File: config.mk
export PLATFORM = sky130hd
export DESIGN_NAME = drsp_queue
export DESIGN_NICKNAME = d
export VERILOG_FILES = /design/src/rtl/core/dirty_region_split_planner_top_macros.svh /design/src/rtl/core/drsp_pkg.sv /design/src/rtl/core/drsp_queue.sv
export SDC_FILE = /design/constraint.sdc
export NUM_CORES = 1
export LEC_CHECK = 0
export ABC_AREA = 1
export BUFFER_PORTS_ARGS = -buffer_cell sky130_fd_sc_hd__buf_2
export CORE_MARGIN = 2
export CORE_UTILIZATION = 52
export CTS_CLUSTER_DIAMETER = 60
export DETAILED_ROUTE_END_ITERATION = 10
export GPL_TIMING_DRIVEN = 0
export PLACE_DENSITY = 0.91
export SLEW_MARGIN = 15
export SYNTH_ARGS = -nofsm -noshare
export SYNTH_HDL_FRONTEND = slang
export SYNTH_SLANG_ARGS = --single-unit
File: constraint.sdc
create_clock -name clock -period 4.2 [get_ports clock]
set_input_delay 0.21 -clock clock [delete_from_list [all_inputs] [get_ports clock]]
set_output_delay 0.21 -clock clock [all_outputs]
set_load 0.05 [all_outputs]
File: src/rtl/core/dirty_region_split_planner_top_macros.svh
// assertion macros for the dirty region split planner
`ifndef DIRTY_REGION_SPLIT_PLANNER_TOP_MACROS_SVH
`define DIRTY_REGION_SPLIT_PLANNER_TOP_MACROS_SVH

// antecedent implies consequent in the same cycle
`define DRSP_ASSERT_NOW(label, clk, rst, ante, cons, msg) \
   label: assert property (@(posedge clk) disable iff (rst) (ante) |-> (cons)) else $error(msg);

// antecedent implies consequent in the next cycle
`define DRSP_ASSERT_NEXT(label, clk, rst, ante, cons, msg) \
   label: assert property (@(posedge clk) disable iff (rst) (ante) |=> (cons)) else $error(msg);

`endif

File: src/rtl/core/drsp_pkg.sv
// shared types, constants and helpers of the dirty region split planner
`default_nettype none
package drsp_pkg;

   localparam int DEF_MAX_COLUMNS = 4096;
   localparam int DEF_MAX_ROWS    = 2048;
   localparam int DEF_MAX_RECTS   = 1024;

   localparam int AREA_W  = 25;
   localparam int SUM_W   = 26;
   localparam int SCALE_W = 30;
   localparam int CSR_ADDR_W = 2;
   localparam int CSR_DATA_W = 24;

   localparam logic [CSR_ADDR_W-1:0] CSR_SCREEN_PIXELS = 2'd0;
   localparam logic [CSR_ADDR_W-1:0] CSR_SINGLE_REGION = 2'd1;
   localparam logic [23:0] SCREEN_PIXELS_RESET = 24'd2073600;

   typedef struct packed {
      logic [11:0] span_begin;
      logic [12:0] span_end;
      logic        last_row;
   } req_type;

   typedef struct packed {
      logic [11:0] rect_left;
      logic [12:0] rect_right;
      logic [10:0] rect_top;
      logic [11:0] rect_bottom;
      logic        region_valid;
      logic        last_region;
   } rsp_type;

   typedef struct packed {
      logic [CSR_ADDR_W-1:0] addr;
      logic [CSR_DATA_W-1:0] wdata;
   } csr_type;

   typedef struct packed {
      logic [11:0] l;
      logic [12:0] r;
      logic [10:0] t;
      logic [11:0] b;
   } rect_type;

   typedef struct packed {
      logic     push;
      logic     plan;
      rect_type rect;
   } cmd_type;

   typedef struct packed {
      logic [23:0] screen_pixels;
      logic        single_region_only;
   } cfg_type;

   typedef enum logic [2:0] {
      ST_IDLE,
      ST_PLAN,
      ST_SCAN,
      ST_DRAIN,
      ST_DECIDE,
      ST_CHECK,
      ST_EMIT_FIRST,
      ST_EMIT_SECOND
   } back_state_type;

   function automatic rect_type rect_union(rect_type a, rect_type c);
      rect_type u;
      u.l = (a.l < c.l) ? a.l : c.l;
      u.r = (a.r > c.r) ? a.r : c.r;
      u.t = (a.t < c.t) ? a.t : c.t;
      u.b = (a.b > c.b) ? a.b : c.b;
      return u;
   endfunction

   function automatic logic [12:0] rect_width(rect_type a);
      return (a.r > {1'b0, a.l}) ? (a.r - {1'b0, a.l}) : 13'd0;
   endfunction

   function automatic logic [11:0] rect_height(rect_type a);
      return (a.b > {1'b0, a.t}) ? (a.b - {1'b0, a.t}) : 12'd0;
   endfunction

endpackage
`default_nettype wire

File: src/rtl/core/drsp_queue.sv
// two-entry command queue between row tracker and planner
`default_nettype none
module drsp_queue (
   input  wire logic               clock,
   input  wire logic               reset,
   input  wire logic               in_valid,
   output logic                    in_ready,
   input  wire drsp_pkg::cmd_type  in_data,
   output logic                    out_valid,
   input  wire logic               out_ready,
   output drsp_pkg::cmd_type       out_data
);
   drsp_pkg::cmd_type slot_ff [2];
   logic              wr_ptr_ff, rd_ptr_ff;
   logic [1:0]        fill_ff;
   logic              push, pop;

   assign in_ready  = (fill_ff != 2'd2);
   assign out_valid = (fill_ff != 2'd0);
   assign out_data  = slot_ff[rd_ptr_ff];
   assign push      = in_valid && in_ready;
   assign pop       = out_valid && out_ready;

   always_ff @(posedge clock) begin
      if (push) slot_ff[wr_ptr_ff] <= in_data;
   end

   always_ff @(posedge clock) begin
      if (reset) begin
         wr_ptr_ff <= 1'b0;
         rd_ptr_ff <= 1'b0;
         fill_ff   <= 2'd0;
      end else begin
         if (push) wr_ptr_ff <= ~wr_ptr_ff;
         if (pop) rd_ptr_ff <= ~rd_ptr_ff;
         if (push && !pop) fill_ff <= fill_ff + 2'd1;
         else if (pop && !push) fill_ff <= fill_ff - 2'd1;
      end
   end
endmodule
`default_nettype wire

==> out/results.txt, run 1 <==
status = finished clean
met3 Track Usage GR = 3.662%
mean post-synth cell area = 21.26 um^2
largest net degree at the start of global routing = 20
Hold Buf Count CTS = 0
WS Path Type = register to register
Rows = 32
DR pass1 iterations = 4
warnings from Yosys = 0
Via density = 4.838
Worst EP required = 4250 ps
Final Skew = 12.18 ps
Clock Sinks = 105
final worst path period need = 1904 ps
sequential area share after synthesis = 75.61%
DP HPWL = 4600 um
Data arrival, critical path = 1950 ps
grt ovf = 0
maximum VDD drop = 430.3 uV
Relative slew margins = 59.22%
unrepaired setup endpoints after global routing = false
vias in the first global route = 2069
Setup crit start kind = register
n_diodes = 0
Setup Buffers After CTS = 0
met2 usage = 26.51%
f_max = 525.2 MHz
non-filler instance count after layout = 420
setup TNS = 0 ps
period utilization = 45.34%
Hold WS = 44.58 ps
root buf cell = clkbuf_8
H-tree depth = 3
gpl congestion = 0.6229
CP max FO = 19
core area = 7687 um^2
CTS Buffer Depth = 2
Most Used Layer, Global Route = met2
Layout Nets = 368
All-Layer GR Usage = 15.18%
Hold Vio Cnt, Final = 0
post-synthesis instance total = 193
# port buffers = 105
Hold Crit Start = in_data[13]
GR met1 Demand/Resource = 18.35%
Die Y = 92.84 um
Final Max Slew Viols = 0
final wirelength = 6374 um
synthesized area = 4104 um^2
overall power = 3.228 mW
Max Cap Violations = 0
Reg clk slew, reported paths = 100 ps
dpl cells = 404
pwr/cell area = 637.2 nW/um^2
final count of negative-setup-slack endpoints = 0
clock tree from TritonCTS = done
P_leak = 2.021 nW
Setup crit start = fill_ff[0]
die area = 8618 um^2
I/O pin cnt = 106
Wirelength per Cell = 15.18 um
Post-DRT Antenna Nets = 0
Synth cell types = 13
Post-CTS Resized = 0
antenna violations before repair = 0
post-synth net total = 248
Hold Crit Class = input pin to register
share of cells above drive strength 1 = 57.23%
post-route DRC violation count = 0
most common cell after layout, fill and taps aside = buf_2
total number of vias = 2032
Least-Margin Pin Slew = 610.2 ps
worst-skew pair later-pin latency = 340 ps
r2r startpoint = fill_ff[0]
first-pass GRT wire length = 9887 um
Area Overhead vs Synth = 23.41%
Yosys reg bits = 105
commonest non-fill, non-tap cells in the layout = buf_2 (105), edfxtp_1 (100), mux2_4 (50)
die width = 92.84 um
initial drt markers = 105
crit end category = register
Starting Density = 53.39%
CTS Buf Count = 9
Final Core Density = 65.89%
-- metal layers --
layer  up-vias  part of all wire (%)
met5         -                     0
met4         0                   1.4
met3         8                   5.6
met2        63                    53
met1       984                    40
li1        977                     -
-- cell usage after synthesis --
library cell  instances  share of area [%]
edfxtp_1            100                 73
mux2_4               50                 18
nand2_1               9               0.82
inv_1                 8               0.73
nor2_1                7               0.64
buf_12                5                2.4
dfxtp_1               5                2.4
a21oi_1               2               0.24
nand3_1               2               0.24
o21ai_0               2               0.24
buf_6                 1               0.27
ha_1                  1               0.30
nand4_1               1               0.15
-- through the flow --
stage / setup slack (ps) / area (um^2)
after floorplan: 699.8 / 4104
after global placement: 27.83 / 4757
after detailed placement: 2299 / 4882
after CTS: 2273 / 5065
after global routing: 2149 / 5065
final: 2296 / 5065
-- registers in the layout, summed over array words and instances, names as in the netlist, named ones only --
name,cells
fill_ff,2
wr_ptr_ff,1
slot_ff,100
rd_ptr_ff,1
-- critical path, stage by stage (launching register included) --
cell and delay, ps:
dfxtp_1 340, inv_1 90, nand2_1 90, nand2_1 160, nor2_4 520, buf_16 230
buf_16 170
-- kinds of logic after synthesis --
| kind of cell | after synthesis | share of synthesized area [%] |
|---|---|---|
| compound gates | 4 | 0.4878 |
| fa+ha+maj | 1 | 0.3048 |
| simple gates | 19 | 1.860 |
| flops | 105 | 75.61 |
| buf+inv | 14 | 3.445 |
| mux | 50 | 18.29 |
-- final timing paths --
check | cells after the start | slack [ps] | to
hold reg to reg | 2 | 510 | rd_ptr_ff
setup reg to reg | 6 | 2300 | slot_ff[1][29]
hold / removal | 1 | 40 | slot_ff[1][13]
setup / recovery | 6 | 2300 | slot_ff[1][29]
-- cell type report --
class	instances	area [um^2]
plain buffers	6	111.4
clock buffers	11	141.4
clock inverters	5	41.29
fillers	548	2623
inverters	8	30.03
multi-input cells	74	874.6
flip-flops and latches	105	3103
well taps	102	127.6
repair buffers	109	635.6
-- report_power, final --
part,total [mW],internal (mW),switching (mW)
clock network,0.559,0.236,0.323
registers,1.36,1.32,0.0414
logic,1.31,0.459,0.847
total,3.23,2.02,1.21
Note: power is estimated with default switching activity, not from simulation.
==> run 2, diff against run 1 <==
ABC_AREA = 0   (was 1)
CORE_UTILIZATION = 51   (was 52)
PLACE_DENSITY = 0.9   (was 0.91)
clock period = 1.8 ns   (was 4.2 ns; I/O delays follow)
==> run 2 against run 1 <==
Net effect:
- flip-flop and latch count did not move
- fmax rose by 9.4%
- largest power group unchanged
- clock power rose by 140%
- setup slack got worse by 2200 ps
- combinational power rose by 120%
==> out/results.txt, run 2 <==
Worst EP required = 1720 ps (-2530 ps)
Crit-path slowest cell = clkinvlp_4
Crit path depth = 3 (-3)
synthesized area = 3817 um^2 (-7.0%)
Least-Margin Pin Slew = 683.0 ps (+72.83 ps)
area leader, netlist = edfxtp_1
worst-skew pair later-pin latency = 350 ps (about the same)
CTS Buf Count = 9 (unchanged)
# port buffers = 105 (unchanged)
core area = 7253 um^2 (-5.6%)
Hold WS = 76.99 ps (+32.41 ps)
multi-input logic area = 694.4 um^2 (-21%)
post-route DRC violation count = 0 (unchanged)
Setup Buffers After CTS = 0 (unchanged)
Final Max Slew Viols = 0 (unchanged)
warnings from Yosys = 0 (unchanged)
largest cells by area after synthesis = edfxtp_1 (79%), mux2_2 (14%), dfxtp_1 (2.6%), mux2_1 (1.2%), xor2_1 (0.69%)
root buf cell = clkbuf_8
Rows = 31 (-3.1%)
Via density = 4.743 (-2.0%)
die width = 90.52 um (-2.5%)
Post-DRT Antenna Nets = 0 (unchanged)
Setup crit start kind = register
Largest Register = slot_ff
I/O pin cnt = 106 (unchanged)
metal2 WL = 3732 um (+11%)
final wirelength = 6883 um (+8.0%)
commonest register cell after synthesis = edfxtp_1
M1 WL = 2720 um (+6.2%)
antenna violations before repair = 0 (unchanged)
die area = 8193 um^2 (-4.9%)
most common cell after layout, fill and taps aside = buf_2
hold path depth = 3 (+2)
delay-heaviest family, CP = buffers and inverters
P_leak = 1.959 nW (-3.1%)
Seq. cell area = 3105 um^2 (about the same)
f_max = 574.5 MHz (+9.4%)
dpl cells = 384 (-5.0%)
Wirelength per Cell = 15.26 um (+0.56%)
post-synthesis instance total = 180 (-6.7%)
Relative slew margins = 54.46% (-4.8 points)
WS Path Type = register to register
final count of negative-setup-slack endpoints = 0 (unchanged)
Data arrival, critical path = 1660 ps (-290 ps)
gpl congestion = 0.6616 (+6.2%)
fill count = 465 (-15%)
Synth cell types = 19 (+6)
largest net degree at the start of global routing = 51 (+160%)
Reg clk slew, reported paths = 90 ps (about the same)
H-tree depth = 3 (unchanged)
CTS Buffer Depth = 2 (unchanged)
Area Overhead vs Synth = 36.18%
Max Cap Violations = 0 (unchanged)
CP max FO = 25 (+6)
pwr/cell area = 1419 nW/um^2 (+120%)
Crit path buffers/inverters = 1 (-2)
sequential area share after synthesis = 81.28% (+5.7 points)
Largest register FFs = 100 (unchanged)
mean post-synth cell area = 21.21 um^2 (-0.26%)
DR pass1 iterations = 4 (unchanged)
Synth top area share = 78.66% (+5.5 points)
top cells by count, synth = edfxtp_1 (100), mux2_2 (46), buf_2 (5), dfxtp_1 (5), mux2_1 (4)
total number of vias = 2139 (+5.3%)
Layout Nets = 402 (+9.2%)
DR WL met3 = 275 um (-23%)
first-pass GRT wire length = 10940 um (+11%)
Yosys reg bits = 105 (unchanged)
Clock Sinks = 105 (unchanged)
n_diodes = 0 (unchanged)
crit-path cells = nand2b_4 > nand3b_1 > clkinvlp_4
final worst path period need = 1741 ps (-163.4 ps)
post-synth net total = 235 (-5.2%)
clock tree from TritonCTS = done
unrepaired setup endpoints after global routing = true
Regs by FF count = slot_ff (100), fill_ff (2)
fraction of registers with async set/reset = 0% (unchanged)
Starting Density = 52.63% (-0.75 points)
CP max stage delay = 570 ps (+50 ps)
vias in the first global route = 2294 (+11%)
crit end category = register
Die Y = 90.52 um (-2.5%)
Hold Crit Class = input pin to register
top sig layer = met4
maximum VDD drop = 865.5 uV (+100%)
initial drt markers = 83 (-21%)
Post-synth EDFFs = 100 (unchanged)
commonest non-fill, non-tap cells in the layout = buf_2 (105), edfxtp_1 (100), dlygate4sd3_1 (51)
grt ovf = 0 (unchanged)
DP HPWL = 3968 um (-14%)
period utilization = 96.71% (+51 points)
status = finished clean
non-filler instance count after layout = 451 (+7.4%)
All-Layer GR Usage = 17.38% (+2.2 points)
Final Skew = 8.915 ps (-3.268 ps)
Register-to-Register Path Depth = 3 (-3)
share of cells above drive strength 1 = 50.00% (-7.2 points)
Hold Vio Cnt, Final = 0 (unchanged)
most frequent cell after synthesis = edfxtp_1
[run 2: cell type report]
class                      instances  share of cell area, %
tap                               99                  2.383
clock buffer                      10                  2.455
multi-input combinational         68                  13.36
clock inverter                     6                  1.131
sequential                       105                  59.74
inverter                           1                 0.1444
buffer                             5                 0.7220
timing repair buffer             156                  19.93
timing repair inverter             1                 0.1444
[run 2: tightest hold or removal path: stages]
cell     delay, ps
buf_2          110
a21bo_2        120
a21oi_1         60
[run 2: what timing repair did]
item,4_1_cts,5_1_grt
hold buffers,51,0
gates cloned,1,0
endpoints found under the hold margin,105,0
endpoints found under the setup margin,150,80
gates resized for setup,4,5
pin swaps,0,1
[run 2: logic make-up (layout without fill, tap and decap cells)]
group	after synthesis	after routing	synth area share, %
AO/OA/AOI/OAI	5	5	0.7867
XOR/XNOR	3	3	0.6884
adder cells (fa/ha/maj)	1	1	0.3277
buffers and inverters	7	179	0.8519
flip-flops	105	105	81.28
multiplexers	50	50	14.75
AND/OR/NAND/NOR	9	9	1.312
[run 2: final timing paths]
path | from | slack (ps) | endpoint
worst max-delay path | fill_ff[0] | 60 | slot_ff[0][30]
worst min-delay path | in_valid | 80 | wr_ptr_ff
worst max register to register | fill_ff[0] | 60 | slot_ff[0][30]
worst min register to register | rd_ptr_ff | 530 | rd_ptr_ff
[run 2: where the power goes]
part / internal [mW] / switching [mW] / total [mW]
sequential: 3.06 / 0.106 / 3.16
combinational: 0.853 / 2.00 / 2.85
clock: 0.635 / 0.726 / 1.36
[run 2: metrics by stage]
stage / area, um^2 / TNS (ps) / setup slack [ps] / util (%) / total power, mW
2_1_floorplan: 3831 / -2392 / -47.84 / - / 5.374
3_3_place_gp: 4481 / -22220 / -333.9 / 61.77 / 5.914
3_5_place_dp: 4481 / -26130 / -380.4 / 61.77 / 5.960
4_1_cts: 5190 / 0 / 2.176 / 71.55 / 7.417
5_1_grt: 5199 / -4436 / -106.6 / 71.68 / 7.682
6_report: 5199 / 0 / 59.23 / 71.68 / 7.376
[run 2: routing by layer]
metal	vias up	track usage [%]
met2	70	31.34
li1	1035	-
met4	0	8.077
met3	13	3.506
met5	-	0
met1	1021	19.79
